===== config.mk =====
export PLATFORM = sky130hd
export DESIGN_NAME = osc_address_value_extractor_flat
export DESIGN_NICKNAME = d
export VERILOG_FILES = /design/src/oave_pkg.sv /design/src/oave_if.sv /design/src/oave_cfg_regs.sv /design/src/oave_parser.sv /design/src/oave_i2f.sv /design/src/osc_address_value_extractor.sv /design/src/flat_wrapper.sv
export SDC_FILE = /design/constraint.sdc
export NUM_CORES = 2
export LEC_CHECK = 0
export ABC_AREA = 1
export BUFFER_PORTS_ARGS = -buffer_cell sky130_fd_sc_hd__buf_2
export CELL_PAD_IN_SITES_DETAIL_PLACEMENT = 1
export CELL_PAD_IN_SITES_GLOBAL_PLACEMENT = 1
export CORE_ASPECT_RATIO = 0.9
export CORE_MARGIN = 2
export CORE_UTILIZATION = 25
export DETAILED_ROUTE_END_ITERATION = 16
export PLACE_DENSITY_LB_ADDON = 0.08
export SETUP_SLACK_MARGIN = 0.05
export SYNTH_ARGS = -nofsm -noshare
export SYNTH_HDL_FRONTEND = slang
export SYNTH_SLANG_ARGS = --single-unit

===== constraint.sdc =====
create_clock -name clk -period 25.2 [get_ports clk]
set_clock_uncertainty 0.2 [all_clocks]
set_input_delay 5.04 -clock clk [delete_from_list [all_inputs] [get_ports clk]]
set_output_delay 5.04 -clock clk [all_outputs]
set_load 0.01 [all_outputs]

===== src/oave_pkg.sv =====
package oave_pkg;

  localparam int DEF_MAX_PACKET = 1536;
  localparam int DEF_MAX_NAME   = 32;
  localparam int DEF_MAX_DEPTH  = 8;

  localparam int NAME_REGS = 4;

  localparam logic [2:0] CFG_NAME_LENGTH = 3'd0;
  localparam logic [2:0] CFG_NAME_CHARS0 = 3'd1;
  localparam logic [2:0] CFG_NAME_CHARS1 = 3'd2;
  localparam logic [2:0] CFG_NAME_CHARS2 = 3'd3;
  localparam logic [2:0] CFG_NAME_CHARS3 = 3'd4;

  localparam logic [5:0]  RST_NAME_LENGTH = 6'd6;
  localparam logic [63:0] RST_NAME_CHARS0 = 64'd54350150394671;

  localparam logic [7:0] CHAR_COMMA = 8'h2C;
  localparam logic [7:0] CHAR_F     = 8'h66;
  localparam logic [7:0] CHAR_I     = 8'h69;
  localparam logic [7:0] CHAR_SLASH = 8'h2F;

  typedef logic [NAME_REGS-1:0][63:0] name_chars_t;

  typedef struct packed {
    logic [5:0]  name_length;
    name_chars_t name_chars;
  } name_cfg_t;

  typedef struct packed {
    logic        ok;
    logic        is_int;
    logic [31:0] raw;
  } parse_res_t;

  function automatic logic [7:0] bundle_char(input logic [2:0] k);
    logic [7:0] c;
    case (k)
      3'd0: c = 8'h23;
      3'd1: c = 8'h62;
      3'd2: c = 8'h75;
      3'd3: c = 8'h6E;
      3'd4: c = 8'h64;
      3'd5: c = 8'h6C;
      3'd6: c = 8'h65;
      default: c = 8'h00;
    endcase
    return c;
  endfunction

  function automatic logic [7:0] name_char(input name_chars_t chars, input logic [4:0] k);
    return chars[k[4:3]][{k[2:0], 3'b000} +: 8];
  endfunction

endpackage


===== src/oave_if.sv =====
interface oave_in_if;
  logic       valid;
  logic       ready;
  logic [7:0] packet_byte;
  logic       last_byte;
  modport source (output valid, packet_byte, last_byte, input ready);
  modport sink (input valid, packet_byte, last_byte, output ready);
endinterface

interface oave_out_if;
  logic        valid;
  logic        ready;
  logic        updated;
  logic [31:0] value_bits;
  modport source (output valid, updated, value_bits, input ready);
  modport sink (input valid, updated, value_bits, output ready);
endinterface

interface oave_cfg_if;
  logic        valid;
  logic        ready;
  logic [2:0]  index;
  logic [63:0] data;
  modport source (output valid, index, data, input ready);
  modport sink (input valid, index, data, output ready);
endinterface


===== src/oave_cfg_regs.sv =====
module oave_cfg_regs
  import oave_pkg::*;
(
  input  logic      clk,
  input  logic      rst,
  oave_cfg_if.sink  cfg,
  output name_cfg_t name_cfg
);

  logic [5:0]  name_length;
  name_chars_t name_chars;

  assign cfg.ready = 1'b1;
  assign name_cfg.name_length = name_length;
  assign name_cfg.name_chars  = name_chars;

  always_ff @(posedge clk) begin
    if (rst) begin
      name_length   <= RST_NAME_LENGTH;
      name_chars[0] <= RST_NAME_CHARS0;
      name_chars[1] <= '0;
      name_chars[2] <= '0;
      name_chars[3] <= '0;
    end else if (cfg.valid) begin
      case (cfg.index)
        CFG_NAME_LENGTH: name_length <= cfg.data[5:0];
        CFG_NAME_CHARS0: name_chars[0] <= cfg.data;
        CFG_NAME_CHARS1: name_chars[1] <= cfg.data;
        CFG_NAME_CHARS2: name_chars[2] <= cfg.data;
        CFG_NAME_CHARS3: name_chars[3] <= cfg.data;
        default: ;
      endcase
    end
  end

endmodule


===== src/oave_parser.sv =====
module oave_parser
  import oave_pkg::*;
#(
  parameter int MAX_PACKET = DEF_MAX_PACKET,
  parameter int MAX_NAME   = DEF_MAX_NAME,
  parameter int MAX_DEPTH  = DEF_MAX_DEPTH
) (
  input  logic       clk,
  input  logic       rst,
  oave_in_if.sink    stream,
  input  name_cfg_t  name_cfg,
  output parse_res_t res,
  output logic       res_valid,
  input  logic       res_ready
);

  localparam int CW = $clog2(MAX_PACKET + 1);
  localparam int LW = $clog2(MAX_DEPTH + 1);
  localparam int SW = (MAX_DEPTH > 1) ? $clog2(MAX_DEPTH) : 1;
  localparam logic [CW-1:0] PKT_LIMIT = CW'(MAX_PACKET);
  localparam logic [LW-1:0] DEPTH_LIMIT = LW'(MAX_DEPTH);

  localparam logic [3:0] PH_ADDR     = 4'd0;
  localparam logic [3:0] PH_ADDR_PAD = 4'd1;
  localparam logic [3:0] PH_TAG0     = 4'd2;
  localparam logic [3:0] PH_TAG1     = 4'd3;
  localparam logic [3:0] PH_TAGS     = 4'd4;
  localparam logic [3:0] PH_TAG_PAD  = 4'd5;
  localparam logic [3:0] PH_ARG      = 4'd6;
  localparam logic [3:0] PH_TIME     = 4'd7;
  localparam logic [3:0] PH_SIZE     = 4'd8;
  localparam logic [3:0] PH_SKIP     = 4'd9;

  // input register
  logic       ib_valid;
  logic [7:0] ib_byte;
  logic       ib_last;
  logic       consume;

  // parse state
  logic [CW-1:0] bytes_taken, bytes_taken_next;
  logic [LW-1:0] nesting_level, nesting_level_next;
  logic [3:0]    parse_phase, parse_phase_next;
  logic [3:0]    element_position, element_position_next;
  logic [5:0]    name_compare_position, name_compare_position_next;
  logic          bundle_ok, bundle_ok_next;
  logic          direct_ok, direct_ok_next;
  logic          slash_ok, slash_ok_next;
  logic [7:0]    first_tag_char, first_tag_char_next;
  logic [23:0]   word_shift, word_shift_next;
  logic [CW-1:0] cur_left, cur_left_next;
  logic [CW-1:0] level_bytes_left [MAX_DEPTH];
  logic [MAX_DEPTH-1:0] level_live;
  logic          any_matched, any_matched_next;
  logic [31:0]   candidate_value, candidate_value_next;
  logic          candidate_int, candidate_int_next;
  logic          pend_any, pend_any_next;
  logic [31:0]   pend_value, pend_value_next;
  logic          pend_int, pend_int_next;

  logic          push;
  logic [SW-1:0] push_idx;
  logic [CW-1:0] push_left;
  logic [SW-1:0] pop_idx;

  logic [5:0]  nlen;
  logic [7:0]  ch_direct, ch_slash, ch_first;
  logic        bounded, ends, hit, addr_ok, size_bad;
  logic [CW-1:0] left_dec, child_left;
  logic [31:0] esize, hit_raw;

  assign consume      = ib_valid && (!ib_last || !res_valid || res_ready);
  assign stream.ready = !ib_valid || consume;

  always_ff @(posedge clk) begin
    if (rst) begin
      ib_valid <= 1'b0;
    end else if (stream.ready) begin
      ib_valid <= stream.valid;
    end
  end

  always_ff @(posedge clk) begin
    if (stream.ready && stream.valid) begin
      ib_byte <= stream.packet_byte;
      ib_last <= stream.last_byte;
    end
  end

  assign nlen = (name_cfg.name_length > 6'(MAX_NAME)) ? 6'(MAX_NAME) : name_cfg.name_length;
  assign ch_direct = name_char(name_cfg.name_chars, name_compare_position[4:0]);
  assign ch_slash  = name_char(name_cfg.name_chars, name_compare_position[4:0] - 5'd1);
  assign ch_first  = name_char(name_cfg.name_chars, 5'd0);

  assign bounded    = nesting_level != '0;
  assign left_dec   = cur_left - CW'(1);
  assign ends       = bounded && (left_dec == '0);
  assign esize      = {word_shift, ib_byte};
  assign hit_raw    = {word_shift, ib_byte};
  assign child_left = (|esize[31:CW]) ? '1 : esize[CW-1:0];
  assign size_bad   = (esize == '0) || (bounded && (esize > 32'(left_dec)));
  assign addr_ok    = (nlen != '0) &&
                      (((name_compare_position == nlen) && direct_ok) ||
                       ((ch_first != CHAR_SLASH) && (name_compare_position == nlen + 6'd1) &&
                        slash_ok));

  always_comb begin
    pop_idx = '0;
    for (int d = 0; d < MAX_DEPTH; d++) begin
      if ((LW'(d) < nesting_level) && ((d == 0) || level_live[d])) begin
        pop_idx = SW'(d);
      end
    end
  end

  always_comb begin
    bytes_taken_next           = bytes_taken;
    nesting_level_next         = nesting_level;
    parse_phase_next           = parse_phase;
    element_position_next      = element_position + 4'd1;
    name_compare_position_next = name_compare_position;
    bundle_ok_next             = bundle_ok;
    direct_ok_next             = direct_ok;
    slash_ok_next              = slash_ok;
    first_tag_char_next        = first_tag_char;
    word_shift_next            = word_shift;
    cur_left_next              = bounded ? left_dec : cur_left;
    any_matched_next           = any_matched;
    candidate_value_next       = candidate_value;
    candidate_int_next         = candidate_int;
    pend_any_next              = pend_any;
    pend_value_next            = pend_value;
    pend_int_next              = pend_int;
    push                       = 1'b0;
    push_idx                   = nesting_level[SW-1:0];
    push_left                  = left_dec - esize[CW-1:0];
    hit                        = 1'b0;

    if (bytes_taken < PKT_LIMIT) begin
      bytes_taken_next = bytes_taken + CW'(1);
      case (parse_phase)
        PH_ADDR: begin
          if (element_position == 4'd7 && bundle_ok) begin
            parse_phase_next = (nesting_level >= DEPTH_LIMIT) ? PH_SKIP : PH_TIME;
          end else begin
            if (!element_position[3] && element_position[2:0] != 3'd7) begin
              bundle_ok_next = bundle_ok && (ib_byte == bundle_char(element_position[2:0]));
            end
            if (ib_byte == 8'h00) begin
              if (!addr_ok) begin
                parse_phase_next = PH_SKIP;
              end else begin
                parse_phase_next = (element_position[1:0] == 2'd3) ? PH_TAG0 : PH_ADDR_PAD;
              end
            end else begin
              direct_ok_next = direct_ok &&
                               ((name_compare_position >= nlen) || (ib_byte == ch_direct));
              slash_ok_next  = slash_ok &&
                               ((name_compare_position == '0) ? (ib_byte == CHAR_SLASH) :
                                ((name_compare_position > nlen) || (ib_byte == ch_slash)));
              if (name_compare_position != 6'h3F) begin
                name_compare_position_next = name_compare_position + 6'd1;
              end
            end
          end
        end
        PH_ADDR_PAD: begin
          if (element_position[1:0] == 2'd3) parse_phase_next = PH_TAG0;
        end
        PH_TAG0: begin
          parse_phase_next = (ib_byte == CHAR_COMMA) ? PH_TAG1 : PH_SKIP;
        end
        PH_TAG1: begin
          first_tag_char_next = ib_byte;
          parse_phase_next = (ib_byte == CHAR_F || ib_byte == CHAR_I) ? PH_TAGS : PH_SKIP;
        end
        PH_TAGS: begin
          if (ib_byte == 8'h00) begin
            parse_phase_next = (element_position[1:0] == 2'd3) ? PH_ARG : PH_TAG_PAD;
          end
        end
        PH_TAG_PAD: begin
          if (element_position[1:0] == 2'd3) parse_phase_next = PH_ARG;
        end
        PH_ARG: begin
          word_shift_next = {word_shift[15:0], ib_byte};
          if (element_position[1:0] == 2'd3) begin
            hit = 1'b1;
            parse_phase_next = PH_SKIP;
          end
        end
        PH_TIME: begin
          if (element_position == 4'd15) begin
            parse_phase_next = PH_SIZE;
            element_position_next = '0;
          end
        end
        PH_SIZE: begin
          word_shift_next = {word_shift[15:0], ib_byte};
          if (element_position[1:0] == 2'd3) begin
            if (size_bad) begin
              parse_phase_next = PH_SKIP;
            end else begin
              push                       = 1'b1;
              nesting_level_next         = nesting_level + LW'(1);
              cur_left_next              = child_left;
              parse_phase_next           = PH_ADDR;
              element_position_next      = '0;
              name_compare_position_next = '0;
              bundle_ok_next             = 1'b1;
              direct_ok_next             = 1'b1;
              slash_ok_next              = 1'b1;
            end
          end
        end
        PH_SKIP: ;
        default: parse_phase_next = PH_SKIP;
      endcase

      if (hit) begin
        if (bounded) begin
          pend_any_next   = 1'b1;
          pend_value_next = hit_raw;
          pend_int_next   = (first_tag_char == CHAR_I);
        end else begin
          any_matched_next     = 1'b1;
          candidate_value_next = hit_raw;
          candidate_int_next   = (first_tag_char == CHAR_I);
        end
      end

      // element closes: resume the innermost parent with bytes left
      if (ends) begin
        push                  = 1'b0;
        nesting_level_next    = LW'(pop_idx);
        cur_left_next         = level_bytes_left[pop_idx];
        parse_phase_next      = PH_SIZE;
        element_position_next = '0;
        if (pop_idx == '0) begin
          if (pend_any_next) begin
            any_matched_next     = 1'b1;
            candidate_value_next = pend_value_next;
            candidate_int_next   = pend_int_next;
          end
          pend_any_next = 1'b0;
        end
      end
    end
  end

  always_ff @(posedge clk) begin
    if (rst) begin
      res_valid <= 1'b0;
    end else if (consume && ib_last) begin
      res_valid <= 1'b1;
    end else if (res_ready) begin
      res_valid <= 1'b0;
    end
  end

  always_ff @(posedge clk) begin
    if (consume && ib_last) begin
      res.ok     <= any_matched_next;
      res.raw    <= candidate_value_next;
      res.is_int <= candidate_int_next;
    end
  end

  always_ff @(posedge clk) begin
    if (rst) begin
      bytes_taken           <= '0;
      nesting_level         <= '0;
      parse_phase           <= PH_ADDR;
      element_position      <= '0;
      name_compare_position <= '0;
      bundle_ok             <= 1'b1;
      direct_ok             <= 1'b1;
      slash_ok              <= 1'b1;
      any_matched           <= 1'b0;
      pend_any              <= 1'b0;
    end else if (consume) begin
      if (ib_last) begin
        bytes_taken           <= '0;
        nesting_level         <= '0;
        parse_phase           <= PH_ADDR;
        element_position      <= '0;
        name_compare_position <= '0;
        bundle_ok             <= 1'b1;
        direct_ok             <= 1'b1;
        slash_ok              <= 1'b1;
        any_matched           <= 1'b0;
        pend_any              <= 1'b0;
      end else begin
        bytes_taken           <= bytes_taken_next;
        nesting_level         <= nesting_level_next;
        parse_phase           <= parse_phase_next;
        element_position      <= element_position_next;
        name_compare_position <= name_compare_position_next;
        bundle_ok             <= bundle_ok_next;
        direct_ok             <= direct_ok_next;
        slash_ok              <= slash_ok_next;
        any_matched           <= any_matched_next;
        pend_any              <= pend_any_next;
      end
    end
  end

  always_ff @(posedge clk) begin
    if (consume) begin
      first_tag_char  <= first_tag_char_next;
      word_shift      <= word_shift_next;
      cur_left        <= cur_left_next;
      candidate_value <= candidate_value_next;
      candidate_int   <= candidate_int_next;
      pend_value      <= pend_value_next;
      pend_int        <= pend_int_next;
      if (push) begin
        level_bytes_left[push_idx] <= push_left;
        level_live[push_idx]       <= !bounded || (push_left != '0);
      end
    end
  end

endmodule


===== src/oave_i2f.sv =====
module oave_i2f
  import oave_pkg::*;
(
  input  logic       clk,
  input  logic       rst,
  input  parse_res_t res,
  input  logic       res_valid,
  output logic       res_ready,
  oave_out_if.source result
);

  logic        s1_valid, s1_adv;
  parse_res_t  s1;
  logic        s2_valid, s2_adv;
  logic        s2_ok, s2_int, s2_sign;
  logic [31:0] s2_raw, s2_mag;
  logic [4:0]  s2_lz;
  logic [31:0] held_value, held_value_next;

  logic        sign;
  logic [31:0] mag, norm, fbits, val;
  logic [4:0]  lz;
  logic        round_up;

  assign s2_adv    = s2_valid && (!result.valid || result.ready);
  assign s1_adv    = s1_valid && (!s2_valid || s2_adv);
  assign res_ready = !s1_valid || s1_adv;

  // magnitude and leading zero count
  always_comb begin
    sign = s1.is_int && s1.raw[31];
    mag  = sign ? (~s1.raw + 32'd1) : s1.raw;
    lz   = '0;
    for (int i = 0; i < 32; i++) begin
      if (mag[i]) lz = 5'(31 - i);
    end
  end

  // normalise, round to nearest even, pack; floats pass, Inf/NaN give +0
  always_comb begin
    norm     = s2_mag << s2_lz;
    round_up = norm[7] && ((|norm[6:0]) || norm[8]);
    if (!s2_int) begin
      fbits = s2_raw;
    end else if (s2_mag == '0) begin
      fbits = '0;
    end else begin
      fbits = {s2_sign, 8'(8'd158 - {3'b000, s2_lz}), norm[30:8]} + {31'd0, round_up};
    end
    val = (fbits[30:23] == 8'hFF) ? '0 : fbits;
    held_value_next = s2_ok ? val : held_value;
  end

  always_ff @(posedge clk) begin
    if (rst) begin
      s1_valid     <= 1'b0;
      s2_valid     <= 1'b0;
      result.valid <= 1'b0;
      held_value   <= '0;
    end else begin
      if (res_ready) s1_valid <= res_valid;
      if (!s2_valid || s2_adv) s2_valid <= s1_valid;
      if (!result.valid || result.ready) result.valid <= s2_valid;
      if (s2_adv) held_value <= held_value_next;
    end
  end

  always_ff @(posedge clk) begin
    if (res_ready && res_valid) s1 <= res;
    if (s1_adv) begin
      s2_ok   <= s1.ok;
      s2_int  <= s1.is_int;
      s2_sign <= sign;
      s2_raw  <= s1.raw;
      s2_mag  <= mag;
      s2_lz   <= lz;
    end
    if (s2_adv) begin
      result.updated    <= s2_ok;
      result.value_bits <= held_value_next;
    end
  end

endmodule


===== src/osc_address_value_extractor.sv =====
// channel | dir | payload                      | transaction
// stream  | in  | packet_byte[7:0], last_byte  | one datagram byte
// result  | out | updated, value_bits[31:0]    | one per datagram, on its last byte
// cfg     | in  | index[2:0], data[63:0]       | one register write, always ready
//
// One byte per cycle unless a stalled result holds back a last byte;
// the parser updates its state on every byte. A result passes the input
// reg, the parser, then two conversion stages into the output reg.
// Reset clears the held value to +0.0 and restores the default name.
// A stalled result only blocks the stream once a later last byte reaches it.
module osc_address_value_extractor
  import oave_pkg::*;
#(
  parameter int MAX_PACKET = DEF_MAX_PACKET,
  parameter int MAX_NAME   = DEF_MAX_NAME,
  parameter int MAX_DEPTH  = DEF_MAX_DEPTH
) (
  input  logic       clk,
  input  logic       rst,
  oave_in_if.sink    stream,
  oave_out_if.source result,
  oave_cfg_if.sink   cfg
);

  name_cfg_t  name_cfg;
  parse_res_t res;
  logic       res_valid;
  logic       res_ready;

  oave_cfg_regs u_cfg (
    .clk      (clk),
    .rst      (rst),
    .cfg      (cfg),
    .name_cfg (name_cfg)
  );

  oave_parser #(
    .MAX_PACKET (MAX_PACKET),
    .MAX_NAME   (MAX_NAME),
    .MAX_DEPTH  (MAX_DEPTH)
  ) u_parser (
    .clk       (clk),
    .rst       (rst),
    .stream    (stream),
    .name_cfg  (name_cfg),
    .res       (res),
    .res_valid (res_valid),
    .res_ready (res_ready)
  );

  oave_i2f u_i2f (
    .clk       (clk),
    .rst       (rst),
    .res       (res),
    .res_valid (res_valid),
    .res_ready (res_ready),
    .result    (result)
  );

endmodule


===== src/flat_wrapper.sv =====
// flat-port wrapper written by rule: the top's interface ports become plain ports
module osc_address_value_extractor_flat import oave_pkg::*;
#(
  parameter int MAX_PACKET = DEF_MAX_PACKET,
  parameter int MAX_NAME   = DEF_MAX_NAME,
  parameter int MAX_DEPTH  = DEF_MAX_DEPTH
)
  (clk, rst, stream_valid, stream_packet_byte, stream_last_byte, stream_ready, result_valid, result_updated, result_value_bits, result_ready, cfg_valid, cfg_index, cfg_data, cfg_ready);
  oave_in_if stream_i ();
  oave_out_if result_i ();
  oave_cfg_if cfg_i ();
  input  logic clk;
  input  logic rst;
  input wire logic [$bits(stream_i.valid)-1:0] stream_valid;
  input wire logic [$bits(stream_i.packet_byte)-1:0] stream_packet_byte;
  input wire logic [$bits(stream_i.last_byte)-1:0] stream_last_byte;
  output wire logic [$bits(stream_i.ready)-1:0] stream_ready;
  output wire logic [$bits(result_i.valid)-1:0] result_valid;
  output wire logic [$bits(result_i.updated)-1:0] result_updated;
  output wire logic [$bits(result_i.value_bits)-1:0] result_value_bits;
  input wire logic [$bits(result_i.ready)-1:0] result_ready;
  input wire logic [$bits(cfg_i.valid)-1:0] cfg_valid;
  input wire logic [$bits(cfg_i.index)-1:0] cfg_index;
  input wire logic [$bits(cfg_i.data)-1:0] cfg_data;
  output wire logic [$bits(cfg_i.ready)-1:0] cfg_ready;
  assign stream_i.valid = stream_valid;
  assign stream_i.packet_byte = stream_packet_byte;
  assign stream_i.last_byte = stream_last_byte;
  assign stream_ready = stream_i.ready;
  assign result_valid = result_i.valid;
  assign result_updated = result_i.updated;
  assign result_value_bits = result_i.value_bits;
  assign result_i.ready = result_ready;
  assign cfg_i.valid = cfg_valid;
  assign cfg_i.index = cfg_index;
  assign cfg_i.data = cfg_data;
  assign cfg_ready = cfg_i.ready;
  osc_address_value_extractor #(.MAX_PACKET(MAX_PACKET), .MAX_NAME(MAX_NAME), .MAX_DEPTH(MAX_DEPTH)) u_core (.clk(clk), .rst(rst), .stream(stream_i), .result(result_i), .cfg(cfg_i));
endmodule

==> metrics.txt <==
Cells after Synth 4801; Crit. Startpoint result_ready; most common cell after layout, fill and taps aside o21ai_0; CTS H-tree depth 3; Worst Max-Slew Pin Slew ~1.4 ns; die width approximately 420 um; WL final about 150000 um; Core Footprint ~150000 um2; Remaining DRCs 0; initial antenna violation count 7; Pre-antenna DRT Iters 6; # setup viols final 0; CTS tree yes; Cells after DPL about 6.7k; drt wl/cell ~21 um; synthesized net count 4931; vias ~33k; Clock Tree Buf Depth 3; hold path startpoint u_core.u_parser.res[6]; vias in the first global route around 33k; crit-path max FO 3; fin area 43700 um2; Worst Setup Start Kind primary input; Clk pin slew, worst setup/hold paths approximately 0.06 ns; mapped cell area about 38000 um2; Post-synth EDFFs ~390; Synth warnings 0; later-pin clock latency in the skew report a little over 0.7 ns; Seq cells post-synth 718; # Post-CTS Setup Buffers 0; launch point of the worst reg-to-reg path u_core.u_parser.name_compare_position[0]; max-slew violations 0; Vias/cell 4.80; crit path kind in2out; All-Layer GR Usage between 10% and 20%; max-cap viol count 0; Critical Path AT 7.14 ns; largest net degree at the start of global routing 103; GPL Wtd Cong approximately 0.78; PD cells approximately 72 nW/um2; RSZ-0062 raised after global routing false; grt total ovfl 0; synth unique cells 71; clock root buffer clkbuf_16; Initial Util approximately a quarter; layout cells sized above 1 10.7%; Hold Buf Count CTS 0; count of input and output buffers ~120; DPL Wire Length between 90000 and 100000 um; most frequent cells in the layout o21ai_0, nand2_1, nor2_1, inv_1, a21oi_1; max_slew headroom 7.10%; FFs w/ async S/R, synth 0%; hold crit path type reg2reg; Ports 117; Pwr Total ~3200 uW; register area share after synthesis 47.7%; area post-placement 40700 um2; Area growth, synth to finish 14.5%; fmax 0.0808 GHz; Iteration-0 DRC Markers 1791; Max VDD drop ~0.045 mV; period utilization between 40% and 50%; Core Rows roughly 140; Worst setup EP type output pin; Fin. Hold Viols 0; Syn Area/Cell 7.96 um2; first-pass GRT wire length approximately 220000 um; Data required, critical path 19.96 ns; Num CTS Buffers 91; Die Y-Extent ~370 um; non-filler instance count after layout 6861; post-route ant nets 0; Die ar. 156000 um2; status finished clean; post-CTS sizing 0; Main synth FF type edfxtp_1; Leakage 0.0161 uW; Tmin final 12.38 ns; Sink Count slightly above 700; TNS Setup 0 ns; # nets final between 4k and 5k
state kept, by name, indices dropped and copies added, names as in the netlist, 32 cells and up:
name and count:
u_core.u_i2f.result.value_bits 32, u_core.u_parser.res 34, u_core.u_i2f.held_value 32, u_core.u_i2f.s2_raw 32, u_core.u_i2f.s1 34, u_core.u_parser.pend_value 32
u_core.u_cfg.name_cfg 256, u_core.u_parser.level_bytes_left 88, u_core.u_parser.candidate_value 32
kinds of logic after synthesis:
kind of cell	Yosys count	share of synthesized area (%)
mux	30	0.796
buf+inv	799	8.30
flops	718	47.7
compound gates	1427	20.3
xor+xnor	71	1.63
fa+ha+maj	49	1.62
simple gates	1706	19.7
other cells	1	0.00982
cells in the mapped netlist, drive strengths merged (2+ instances only):
library cell	number	share of area, %
a2111oi	5	0.11
a211oi	13	0.26
a21boi	3	0.059
a21oi	429	5.6
a221oi	5	0.11
a22oi	8	0.16
a31oi	16	0.26
a32oi	5	0.11
and2	2	0.036
buf	58	1.0
clkbuf	239	2.3
clkinv	11	0.11
dfxtp	333	17
edfxtp	385	30
ha	48	1.6
inv	491	4.8
mux2i	30	0.80
nand2	742	7.9
nand3	188	2.9
nand3b	7	0.14
nand4	33	0.56
nor2	625	6.4
nor3	58	0.85
nor3b	7	0.14
nor4	30	0.49
o2111ai	5	0.11
o211ai	51	1.0
o21ai	781	11
o21bai	2	0.039
o221ai	4	0.092
o22ai	83	1.4
o311ai	5	0.11
o31ai	4	0.092
o41ai	3	0.069
or2	12	0.20
xnor2	7	0.16
xor2	64	1.5
metal layers:
layer	wire length [um]	track usage, %	share of wire [%]
met1	74200	27.2	51
met2	63100	28.4	43
met3	5090	2.46	3.5
met4	3100	4.25	2.1
met5	11	0	0.0076
worst paths after layout:
| check | endpoint | slack [ns] | depth (start not counted) |
|---|---|---|---|
| worst max-delay path | stream_ready | 12.82 | 12 |
| worst min-delay path | u_core.u_i2f.s1[6] | 0.21 | 0 |
| worst max register to register | u_core.u_parser.slash_ok | 19.23 | 21 |
| worst min register to register | u_core.u_i2f.s1[6] | 0.21 | 0 |
worst max-delay path, stage by stage:
cell     delay, ns
buf_2         0.10
nor2_1        0.22
inv_1         0.09
nor2_1        0.23
inv_1         0.12
nor2_1        0.11
inv_1         0.08
nor2_1        0.36
nand2_1       0.14
nor2_1        0.36
inv_1         0.12
buf_2         0.16
per-stage QoR:
step | setup WS, ns | hold slack (ns) | util [%]
after floorplan | 13.48 | 0.200 | -
after global placement | 12.71 | 0.200 | 26.7
after detailed placement | 12.76 | 0.206 | 26.7
after CTS | 12.72 | 0.204 | 28.7
after global routing | 12.54 | 0.212 | 28.7
final | 12.82 | 0.210 | 28.7
area by class of cell:
| type | instances | area (um2) |
|---|---|---|
| timing repair buffer | 188 | 1120 |
| fill | 18008 | 109000 |
| inverter | 502 | 1900 |
| sequential | 718 | 18200 |
| multi-input combinational | 3284 | 16900 |
| antenna | 4 | 10.0 |
| clock buffer | 129 | 2650 |
| clock inverter | 35 | 372 |
| tap | 2001 | 2500 |
power breakdown:
group          leakage, uW  total [uW]  switching [uW]  internal [uW]
clock network      0.00147        1340             552            791
logic              0.00842         519             379            140
registers          0.00621        1290            23.1           1270
Power figures use the tool's default switching activity.
